==> src/hdl/swcn_pkg.sv <==
// Types, constants and codes shared by the calibration normalizer files.
package swcn_pkg;

  localparam int SENSORS_DEFAULT = 64;

  localparam int MODE_W    = 3;
  localparam int INDEX_W   = 6;
  localparam int READING_W = 20;
  localparam int RESULT_W  = 32;
  localparam int STORE_W   = 21;
  localparam int FACTOR_W  = 16;
  localparam int CFG_IDX_W = 2;
  localparam int CFG_DATA_W = 16;

  // shared divider: dividend holds a 21-bit magnitude shifted up by 16
  localparam int DIV_DW = STORE_W + 16;
  localparam int DIV_VW = STORE_W;

  localparam logic [STORE_W-1:0] CLEAR_LOW_PEAK = 21'd844800;  // 3300 mV in Q13.8

  localparam logic [MODE_W-1:0] MODE_CLEAR    = 3'd0;
  localparam logic [MODE_W-1:0] MODE_PEAK     = 3'd1;
  localparam logic [MODE_W-1:0] MODE_HIGH_ADD = 3'd2;
  localparam logic [MODE_W-1:0] MODE_LOW_ADD  = 3'd3;
  localparam logic [MODE_W-1:0] MODE_NORM     = 3'd4;

  localparam logic [CFG_IDX_W-1:0] REG_MAX_FACTOR   = 2'd0;
  localparam logic [CFG_IDX_W-1:0] REG_MIN_FACTOR   = 2'd1;
  localparam logic [CFG_IDX_W-1:0] REG_SAMPLE_COUNT = 2'd2;
  localparam logic [CFG_IDX_W-1:0] REG_METHOD       = 2'd3;

  typedef struct packed {
    logic [MODE_W-1:0]    mode;
    logic [INDEX_W-1:0]   sensor_index;
    logic [READING_W-1:0] reading_q8;
  } item_t;

  typedef struct packed {
    logic signed [RESULT_W-1:0] normalized_value;
    logic                       range_error;
  } result_t;

endpackage

==> src/hdl/swcn_div.sv <==
// Restoring divider, one quotient bit per cycle.
module swcn_div (
  input  logic                            clk,
  input  logic                            rst,
  input  logic                            start,
  input  logic [swcn_pkg::DIV_DW-1:0]     dividend,
  input  logic [swcn_pkg::DIV_VW-1:0]     divisor,
  output logic                            done,
  output logic [swcn_pkg::DIV_DW-1:0]     quotient
);

  localparam int DW = swcn_pkg::DIV_DW;
  localparam int VW = swcn_pkg::DIV_VW;
  localparam int CW = $clog2(DW + 1);

  logic          run;
  logic [CW-1:0] cnt;
  logic [VW-1:0] den;
  logic [VW-1:0] rem;
  logic [VW:0]   trial;
  logic [VW:0]   diff;
  logic          fits;

  assign trial = {rem, quotient[DW-1]};
  assign diff  = trial - {1'b0, den};
  assign fits  = trial >= {1'b0, den};

  always_ff @(posedge clk) begin
    if (rst) begin
      run  <= 1'b0;
      done <= 1'b0;
      cnt  <= '0;
    end else begin
      done <= 1'b0;
      if (start) begin
        run <= 1'b1;
        cnt <= CW'(DW);
      end else if (run) begin
        cnt <= cnt - CW'(1);
        if (cnt == CW'(1)) begin
          run  <= 1'b0;
          done <= 1'b1;
        end
      end
    end
  end

  // remainder stays below the divisor, so VW bits hold it
  always_ff @(posedge clk) begin
    if (start) begin
      quotient <= dividend;
      den      <= divisor;
      rem      <= '0;
    end else if (run) begin
      quotient <= {quotient[DW-2:0], fits};
      rem      <= fits ? diff[VW-1:0] : trial[VW-1:0];
    end
  end

endmodule

==> src/hdl/sensor_window_calibration_normalizer_unit.sv <==
// Per-sensor calibration window store with peak/mean update and normalization.
// Each item passes ST_RD and ST_LOAD; clear, unused modes and out-of-range indexes then
// go to ST_FIN, a peak sample through ST_PREP and ST_PEAKL, mean adds and normalize
// through ST_PREP, the 37-step shared divider (ST_DIV) and ST_POST (normalize skips the
// divider on an empty window). One item in flight; item_ready rises with result_valid.
// After rst the store is swept to zero with item_ready low; config writable throughout.
module sensor_window_calibration_normalizer_unit #(
  parameter int SENSORS = swcn_pkg::SENSORS_DEFAULT
) (
  input  logic                                clk,
  input  logic                                rst,
  input  logic                                item_valid,
  output logic                                item_ready,
  input  swcn_pkg::item_t                     item,
  output logic                                result_valid,
  input  logic                                result_ready,
  output swcn_pkg::result_t                   result,
  input  logic                                cfg_valid,
  output logic                                cfg_ready,
  input  logic [swcn_pkg::CFG_IDX_W-1:0]      cfg_index,
  input  logic [swcn_pkg::CFG_DATA_W-1:0]     cfg_data
);

  localparam int SW = swcn_pkg::STORE_W;
  localparam int RW = swcn_pkg::READING_W;
  localparam int FW = swcn_pkg::FACTOR_W;
  localparam int DW = swcn_pkg::DIV_DW;
  localparam int AW = (SENSORS > 1) ? $clog2(SENSORS) : 1;
  localparam int EW = (AW > swcn_pkg::INDEX_W) ? AW : swcn_pkg::INDEX_W;
  localparam int PW = RW + FW + 1;

  typedef struct packed {
    logic [SW-1:0] hi;
    logic [SW-1:0] lo;
  } window_t;

  typedef enum logic [3:0] {
    ST_CLR, ST_IDLE, ST_RD, ST_LOAD, ST_PREP, ST_PEAKL, ST_DIV, ST_POST, ST_FIN
  } state_t;

  state_t state;

  // configuration
  logic [FW-1:0] max_factor;
  logic [FW-1:0] min_factor;
  logic [FW-1:0] sample_count;
  logic          method;

  // item and working registers
  logic [swcn_pkg::MODE_W-1:0]  mode_q;
  logic [swcn_pkg::INDEX_W-1:0] idx_q;
  logic [RW-1:0]                reading_q;
  logic [SW-1:0]                hi_w;
  logic [SW-1:0]                lo_w;
  logic [PW-1:0]                prod;
  logic                         neg_q;
  logic [swcn_pkg::RESULT_W-1:0] norm_w;
  logic [AW-1:0]                clr_addr;

  // store
  window_t mem [SENSORS];
  window_t rd_data;
  logic    mem_we;
  logic [AW-1:0] mem_wa;
  window_t mem_wd;

  logic [EW-1:0] idx_ext;
  logic [AW-1:0] addr;
  logic          in_range;
  logic          fin_go;
  logic          err;
  logic [SW:0]   r_ext;

  logic          use_lo_fac;
  logic [FW:0]   fac;
  logic [FW-1:0] n_eff;
  logic          r_below_lo;
  logic [SW-1:0] mag;

  logic          div_start;
  logic [DW-1:0] div_dividend;
  logic [swcn_pkg::DIV_VW-1:0] div_divisor;
  logic          div_done;
  logic [DW-1:0] div_q;
  logic [SW:0]   sum;

  assign cfg_ready  = 1'b1;
  assign item_ready = (state == ST_IDLE);

  assign idx_ext  = EW'(idx_q);
  assign addr     = idx_ext[AW-1:0];
  assign in_range = (32'(idx_q) < 32'(SENSORS));
  assign fin_go   = !result_valid || result_ready;
  assign err      = !in_range || (hi_w <= lo_w);
  assign r_ext    = {1'b0, reading_q};

  // multiplier factor: 1 + f_hi or 1 - f_lo in Q1.16
  assign use_lo_fac = (state == ST_PREP) || (mode_q == swcn_pkg::MODE_LOW_ADD);
  assign fac = use_lo_fac ? ((FW+1)'(1) << FW) - {1'b0, min_factor}
                          : ((FW+1)'(1) << FW) + {1'b0, max_factor};
  assign n_eff = (sample_count == '0) ? FW'(1) : sample_count;

  assign r_below_lo = r_ext < {1'b0, lo_w};
  assign mag = r_below_lo ? (lo_w - r_ext[SW-1:0]) : (r_ext[SW-1:0] - lo_w);

  always_comb begin
    div_start    = 1'b0;
    div_dividend = DW'(prod[PW-1:16]);
    div_divisor  = SW'(n_eff);
    if (state == ST_PREP) begin
      case (mode_q)
        swcn_pkg::MODE_HIGH_ADD, swcn_pkg::MODE_LOW_ADD: div_start = 1'b1;
        swcn_pkg::MODE_NORM: begin
          div_start    = (hi_w > lo_w);
          div_dividend = {mag, 16'b0};
          div_divisor  = hi_w - lo_w;
        end
        default: div_start = 1'b0;
      endcase
    end
  end

  assign sum = (mode_q == swcn_pkg::MODE_HIGH_ADD) ? ({1'b0, hi_w} + {1'b0, div_q[SW-1:0]})
                                                    : ({1'b0, lo_w} + {1'b0, div_q[SW-1:0]});

  swcn_div u_div (
    .clk      (clk),
    .rst      (rst),
    .start    (div_start),
    .dividend (div_dividend),
    .divisor  (div_divisor),
    .done     (div_done),
    .quotient (div_q)
  );

  // store write port: reset sweep, or write-back when the result leaves
  always_comb begin
    if (state == ST_CLR) begin
      mem_we = 1'b1;
      mem_wa = clr_addr;
      mem_wd = '0;
    end else begin
      mem_we = (state == ST_FIN) && fin_go && in_range;
      mem_wa = addr;
      mem_wd = '{hi: hi_w, lo: lo_w};
    end
  end

  always_ff @(posedge clk) begin
    if (mem_we) begin
      mem[mem_wa] <= mem_wd;
    end
    rd_data <= mem[addr];
  end

  always_ff @(posedge clk) begin
    if (rst) begin
      max_factor   <= '0;
      min_factor   <= '0;
      sample_count <= FW'(1);
      method       <= 1'b0;
    end else if (cfg_valid) begin
      unique case (cfg_index)
        swcn_pkg::REG_MAX_FACTOR:   max_factor   <= cfg_data;
        swcn_pkg::REG_MIN_FACTOR:   min_factor   <= cfg_data;
        swcn_pkg::REG_SAMPLE_COUNT: sample_count <= cfg_data;
        swcn_pkg::REG_METHOD:       method       <= cfg_data[0];
      endcase
    end
  end

  always_ff @(posedge clk) begin
    if (rst) begin
      state        <= ST_CLR;
      clr_addr     <= '0;
      result_valid <= 1'b0;
    end else begin
      // in ST_FIN the result register is reloaded instead
      if (result_valid && result_ready && state != ST_FIN) begin
        result_valid <= 1'b0;
      end
      unique case (state)
        ST_CLR: begin
          clr_addr <= clr_addr + AW'(1);
          if (clr_addr == AW'(SENSORS - 1)) begin
            state <= ST_IDLE;
          end
        end
        ST_IDLE: begin
          if (item_valid) begin
            mode_q    <= item.mode;
            idx_q     <= item.sensor_index;
            reading_q <= item.reading_q8;
            state     <= ST_RD;
          end
        end
        ST_RD: state <= ST_LOAD;
        ST_LOAD: begin
          prod <= PW'(reading_q) * PW'(fac);
          if (mode_q == swcn_pkg::MODE_CLEAR) begin
            hi_w <= '0;
            lo_w <= method ? '0 : swcn_pkg::CLEAR_LOW_PEAK;
          end else begin
            hi_w <= rd_data.hi;
            lo_w <= rd_data.lo;
          end
          if (in_range && mode_q >= swcn_pkg::MODE_PEAK && mode_q <= swcn_pkg::MODE_NORM) begin
            state <= ST_PREP;
          end else begin
            state <= ST_FIN;
          end
        end
        ST_PREP: begin
          neg_q <= r_below_lo;
          case (mode_q)
            swcn_pkg::MODE_PEAK: begin
              // product of 1 + f_hi stays below 2^37, so the upper bits fit the store
              if (r_ext > {1'b0, hi_w}) begin
                hi_w <= prod[PW-1:16];
              end
              prod  <= PW'(reading_q) * PW'(fac);
              state <= ST_PEAKL;
            end
            swcn_pkg::MODE_NORM: state <= (hi_w > lo_w) ? ST_DIV : ST_FIN;
            default:             state <= ST_DIV;
          endcase
        end
        ST_PEAKL: begin
          if (r_below_lo) begin
            lo_w <= prod[PW-1:16];
          end
          state <= ST_FIN;
        end
        ST_DIV: begin
          if (div_done) begin
            state <= ST_POST;
          end
        end
        ST_POST: begin
          case (mode_q)
            swcn_pkg::MODE_HIGH_ADD: hi_w <= sum[SW] ? '1 : sum[SW-1:0];
            swcn_pkg::MODE_LOW_ADD:  lo_w <= sum[SW] ? '1 : sum[SW-1:0];
            default: begin
              if (neg_q) begin
                norm_w <= (div_q > DW'(33'h1_0000_0000 >> 1)) ? 32'h8000_0000
                                                              : 32'(-div_q[31:0]);
              end else begin
                norm_w <= (div_q > DW'(32'h7FFF_FFFF)) ? 32'h7FFF_FFFF : div_q[31:0];
              end
            end
          endcase
          state <= ST_FIN;
        end
        ST_FIN: begin
          if (fin_go) begin
            result_valid            <= 1'b1;
            result.range_error      <= err;
            result.normalized_value <= (mode_q == swcn_pkg::MODE_NORM && !err) ? norm_w : '0;
            state                   <= ST_IDLE;
          end
        end
      endcase
    end
  end

endmodule

==> config.mk <==
export PLATFORM = sky130hd
export DESIGN_NAME = sensor_window_calibration_normalizer_unit
export DESIGN_NICKNAME = d
export VERILOG_FILES = /design/src/hdl/swcn_pkg.sv /design/src/hdl/swcn_div.sv /design/src/hdl/sensor_window_calibration_normalizer_unit.sv
export SDC_FILE = /design/constraint.sdc
export NUM_CORES = 2
export LEC_CHECK = 0
export BUFFER_PORTS_ARGS = -buffer_cell sky130_fd_sc_hd__clkbuf_2
export CAP_MARGIN = 25
export CORE_UTILIZATION = 55
export CTS_BUF_LIST = sky130_fd_sc_hd__clkbuf_4
export CTS_CLUSTER_SIZE = 20
export DETAILED_ROUTE_END_ITERATION = 8
export PLACE_DENSITY = 0.68
export SYNTH_ARGS = -nofsm -noshare
export SYNTH_HDL_FRONTEND = slang
export SYNTH_SLANG_ARGS = --single-unit
==> constraint.sdc <==
create_clock -name clk -period 10.21 [get_ports clk]
set_input_delay 2.5525 -clock clk [delete_from_list [all_inputs] [get_ports clk]]
set_output_delay 2.5525 -clock clk [all_outputs]
set_load 0.02 [all_outputs]
; Yosys cells after proc, flatten, opt, wreduce, memory -nomap -nowiden
; Memory sizes are Yosys's and may differ from the RTL's. A register that Yosys moved wholly into a read port is not among the register bits.
; Cells that the tools add are included.
[totals]
n_memories = 1
out_inout_bits = 36
ramBits = 2688
ff_bits = 321
word_cells = 162
[op_classes]
add_sub_neg = 11
n_eq_ne = 27
reduce_logical = 34
n_lt_le_gt_ge = 9
mux = 51
multipliers = 1
bitwise = 3
[memory_table]
columns = memory, depth, width, rd, rd_ports_with_merged_regs, write_ports, line_no
row1 = mem, 64, 42, 1, 1, 1, sensor_window_calibration_normalizer_unit.sv:61  ; window_t mem [SENSORS];
[ops]
columns = op, n
row1 = 21-bit 2-to-1 mux, 10
row2 = 37-bit 2-to-1 mux, 5
row3 = 21-bit one-hot mux with 3 select lines, 2
row4 = 32-bit 2-to-1 mux, 3
row5 = 37-bit one-hot mux with 2 select lines, 1
row6 = 16-bit 2-to-1 mux, 3
row7 = 21-bit by 21-bit adder with 22-bit output, 2
row8 = 42-bit 2-to-1 mux, 1
row9 = 21-bit subtractor, 2
row10 = "37-bit by 31-bit greater-than comparator with 1-bit output, second input constant", 1
row11 = "37-bit by 32-bit greater-than comparator with 1-bit output, second input constant", 1
row12 = 20-bit by 17-bit multiplier with 37-bit output, 1
row13 = 32-bit negation, 1
row14 = 4-bit one-hot mux with 8 select lines, 1
row15 = 4-bit 2-to-1 mux, 6
row16 = 22-bit by 21-bit greater-or-equal comparator with 1-bit output, 1
row17 = 22-bit 2-to-1 mux, 1
row18 = 20-bit by 21-bit greater-than comparator with 1-bit output, 1
row19 = 21-bit greater-than comparator, 1
row20 = 21-bit less-or-equal comparator, 1
row21 = 20-bit by 21-bit less-than comparator with 1-bit output, 1
row22 = 20-bit by 21-bit subtractor with 21-bit output, 1
row23 = 21-bit by 20-bit subtractor with 21-bit output, 1
row24 = 20-bit 2-to-1 mux, 1
row25 = 41 further kinds, 87

; Longest topological paths before layout
[logic_depth]
word_depth = 6
ltp_mapped = 32

; Modules after synthesis
; Synthesis repeated with hierarchy kept, for this count alone.
[unflattened]
cells_unflattened = 7356
area_unflattened_um2 = 133192.7
[modules_own_cells]
columns = mod, cells_per_inst, seq_area_each_um2, instances, area_per_inst_um2
row1 = sensor_window_calibration_normalizer_unit, 6934, 87503.9, 1, 128488.2
row2 = swcn_div, 422, 2322.2, 1, 4704.5

; Least setup slack after synthesis
; OpenSTA, ideal clock, no wires.
[synth_path]
path_type = reg2reg
startpoint = register state[1]
endpoint = register prod[31] (data pin)
period_less_slack_ps = 7464
required_ps = 9952
setup_ps = 258
setup_slack_ps = 2746
stages_incl_launch_ff = 31
t_arrival_ps = 7206
n_path_buf = 4
cell_sequence = dfxtp_1 > clkbuf_1 > nor2_1 > nand2_1 > nand2_1 > clkbuf_1 > buf_1 > a21oi_1 > clkbuf_1 > and2_1 > fa_1 > inv_1 > fa_1 > fa_1 > fa_1 > inv_1 > fa_1 > inv_1 > fa_1 > inv_1 > ha_1 > and4_1 > nand2_1 > a2111oi_0 > o211ai_1 > a21oi_1 > o311ai_0 > a21boi_0 > o21a_1 > nor2_1 > xnor2_1
[synth_via]
elab_chain_len = 6
[synth_lines]
columns = item, line_no
row1 = from (decl), sensor_window_calibration_normalizer_unit.sv:41  ; state_t state;
row2 = from (signal assigned), sensor_window_calibration_normalizer_unit.sv:224  ; swcn_pkg::MODE_NORM: state <= (hi_w > lo_w) ? ST_DIV : ST_FIN;
row3 = 4-bit by 3-bit equality test with 1-bit output, "sensor_window_calibration_normalizer_unit.sv:98, sensor_window_calibration_normalizer_unit.sv:182"
row4 = 1-bit logical OR, sensor_window_calibration_normalizer_unit.sv:98  ; assign use_lo_fac = (state == ST_PREP) || (mode_q == swcn_pkg::MODE_LOW_ADD);
row5 = 17-bit 2-to-1 mux, sensor_window_calibration_normalizer_unit.sv:99  ; assign fac = use_lo_fac ? ((FW+1)'(1) << FW) - {1'b0, min_factor}
row6 = 20-bit by 17-bit multiplier with 37-bit output, "sensor_window_calibration_normalizer_unit.sv:199, sensor_window_calibration_normalizer_unit.sv:221"
row7 = 37-bit 2-to-1 mux, sensor_window_calibration_normalizer_unit.sv:215  ; case (mode_q)
row8 = 37-bit one-hot mux with 2 select lines *, sensor_window_calibration_normalizer_unit.sv:182  ; unique case (state)
row9 = to (signal assigned), sensor_window_calibration_normalizer_unit.sv:199  ; prod <= PW'(reading_q) * PW'(fac);
row10 = to (signal assigned), sensor_window_calibration_normalizer_unit.sv:221  ; prod <= PW'(reading_q) * PW'(fac);
row11 = to (decl), sensor_window_calibration_normalizer_unit.sv:55  ; logic [PW-1:0] prod;
; Mark *: on every way between the ends. The rest lies on a longest branch, timed or not. The select of a mux whose other input is x is not followed.
; A chain may end at the register's enable or synchronous reset.

; Final worst setup path
[layout_path]
startpoint = register state[0]
endpoint = register prod[31] (data pin)
; The elaborated chain is that of the path after synthesis.

==> metrics <==
crit share post-route 84.1%; Post-Synth XOR/XNOR Area 0.687%; Tot GR Track Use 29.9%; Residual DRC 0; DR WL/cell 30.6 um; actual slew at the worst max-slew pin 1070 ps; Arrival @ worst endpoint 9720 ps; Hold Path Class flip-flop to flip-flop; Leak 0.0513 uW; first-pass GRT wire length 518000 um; Slew Viols, Final 0; Yosys cell types 82; Post-Route Utilization 61.9%; crit path time final 8590 ps; most frequent cells in the layout 2904 x edfxtp_1, 1081 x clkbuf_4, 872 x mux4_2, 498 x nand2_1, 465 x inv_1; Final GP Congestion 0.925; Post-synth EDFFs 2904; CTS tree done; Die H 493 um; Synth Area in Simple Gates 4.28%; switching pwr 5360 uW; Ys Warns 0; Primary FF master, synth edfxtp_1; Skew-Pair Late Insertion Delay 1530 ps; worst slack at placement 1140 ps; Critical Path Max Stage Delay 680 ps; post-synthesis mux area share 15.2%; core area 239000 um2; starting density of the core 55.5%; Worst-path clk slew 70 ps; Synth Cell Area 133000 um2; sequential share of power 55.7%; Die ar. 243000 um2; Final nets 8569; register-to-register setup slack 1620 ps; Max Root-Sink Buffers 4; CP Class flip-flop to flip-flop; slowest CP cell dfxtp_1; Compound-Gate Fraction of Synth Area 3.34%; FFs w/ async S/R, synth 0%; Syn Area/Cell 18.1 um2; initial antenna violation count 16; Max-cap violations 0; worst setup margin 1620 ps; final setup vio count 0; clk root buf clkbuf_4; syn nets 7868; HPWL Detailed 209000 um; io pins 88; Num CTS Buffers 757; vias in the first global route 75000; Vias/cell 6.26; Routed Antenna Nets 0; status finished clean; Area contributors post-synth edfxtp_1 66%, mux4_2 15%, fa_1 4.1%; flops & latches, synth 3035; main combinational cell family by area after synthesis multiplexers; most common cell after layout, fill and taps aside edfxtp_1; vias post-DR 73200; H-tree levels 6; total grt overflow 0; largest area contributor in the netlist edfxtp_1; share of layout cells above drive strength 1 28.9%; Sw Share 22.0%; adder-cell share of the synthesized area 6.35%; largest net degree at the start of global routing 130; sequential fraction of the synthesis area 67.8%; P&R area growth vs syn 11.5%; VDD IR max 0.000114 V; setup TNS 0 ps; CTS Sinks 3035; post-cts sizing count 0; Critical Path End Type flip-flop; starting DRC count in detailed routing 8529; Pwr Density 165 nW/um2; Die X 493 um; fmax 116 MHz; Clock Skews 166 ps; critical path peak fanout 25; PortBufs 86; Total Wirelength 358000 um; postcts setup bufs 0; Slew headroom 28.7%; Clock Power Share 40.3%; final hold vios 0; Pre-Repair DR Iteration Count 6; Synth top area share 65.8%; unrepaired setup endpoints after global routing false; CTS Hold Bufs 0; internal power 19000 uW; CP Launch Type flip-flop; Most Frequent Cell on Critical Path fa_1; row count 179; Worst Path Required 11340 ps; Gate power share 4.0%; synthesized instance count 7306
## area by class of cell
cell class	count	area (um2)
Antenna cell	18	45.0
Sequential cell	3035	89800
Fill cell	17200	90900
Clock inverter	185	1030
Tap cell	3167	3960
Multi-Input combinational cell	3445	40500
Timing Repair Buffer	302	2640
Clock buffer	1081	8120
Inverter	466	1750
## layer usage
| layer | vias up | global-route usage (%) | routed length (um) |
|---|---|---|---|
| met4 | 2 | 11.1 | 12500 |
| met2 | 3875 | 48.0 | 175000 |
| met5 | - | 0 | 13 |
| met3 | 654 | 5.69 | 32200 |
| li1 | 30500 | - | - |
| met1 | 38200 | 41.1 | 138000 |
## metrics by stage
step                      instances  hold WS [ps]  power [uW]  area, um2
after detailed placement      10400           453       14800     139000
after floorplan                7306           434       14500     133000
after global placement        10400           444       14800     138000
final                         11700           461       24400     148000
after global routing          11700           476       25300     148000
after CTS                     11700           462       24600     148000
## registers in the layout, summed over array words and instances, names as in the netlist, 4 cells and up
name            flops
mem              2688
rd_data            42
u_div.quotient     37
result             33
norm_w             32
hi_w               21
lo_w               21
prod               21
u_div.den          21
u_div.rem          21
reading_q          20
max_factor         16
min_factor         16
sample_count       16
addr                6
clr_addr            6
u_div.cnt           6
state               4
## power by group through the flow
| stage | Clock [uW] | Combinational, uW | Sequential (uW) |
|---|---|---|---|
| global route | 10600 | 1090 | 13600 |
| CTS | 10000 | 973 | 13600 |
| detailed placement | 0 | 957 | 13900 |
| floorplan | 0 | 676 | 13800 |
| global placement | 0 | 943 | 13800 |
| finish | 9820 | 966 | 13600 |
## worst paths after layout
check | end | from | cells after the start
setup / recovery | prod[31] | state[0] | 29
hold / removal | max_factor[2] | max_factor[2] | 2
setup reg to reg | prod[31] | state[0] | 29
hold reg to reg | max_factor[2] | max_factor[2] | 2
## cells by family (layout without fill, tap and decap cells)
family | count (synthesis) | after routing
AOI/OAI and AO/OA | 690 | 690
xor gates and xnor gates | 104 | 104
adders and majority gates | 510 | 510
buffers and inverters | 826 | 2034
DFF | 3035 | 3035
muxes | 924 | 924
other | 1 | 19
and+or+nand+nor | 1216 | 1216
## cells in the mapped netlist (all sizes together) (25+ instances only)
cell type	n
ha	238
nand4	26
a221o	36
mux2i	38
a21oi	210
a211oi	26
xor2	44
a21o	69
nand3	38
nor2	272
nand2b	35
and2	165
edfxtp	2904
nor2b	25
nand2	499
clkbuf	271
o311ai	25
dfxtp	131
buf	89
nor3	61
fa	272
inv	466
xnor2	60
o21ai	183
mux4	872
## worst max-delay path, delay by kind of cell (launching register included)
family          cells  cell delay, ps
buf+inv             7             970
compound gates      7            2340
simple gates        7            1130
flops               1             680
fa+ha+maj           7            3040
xor+xnor            1             130
Power figures use the tool's default switching activity.
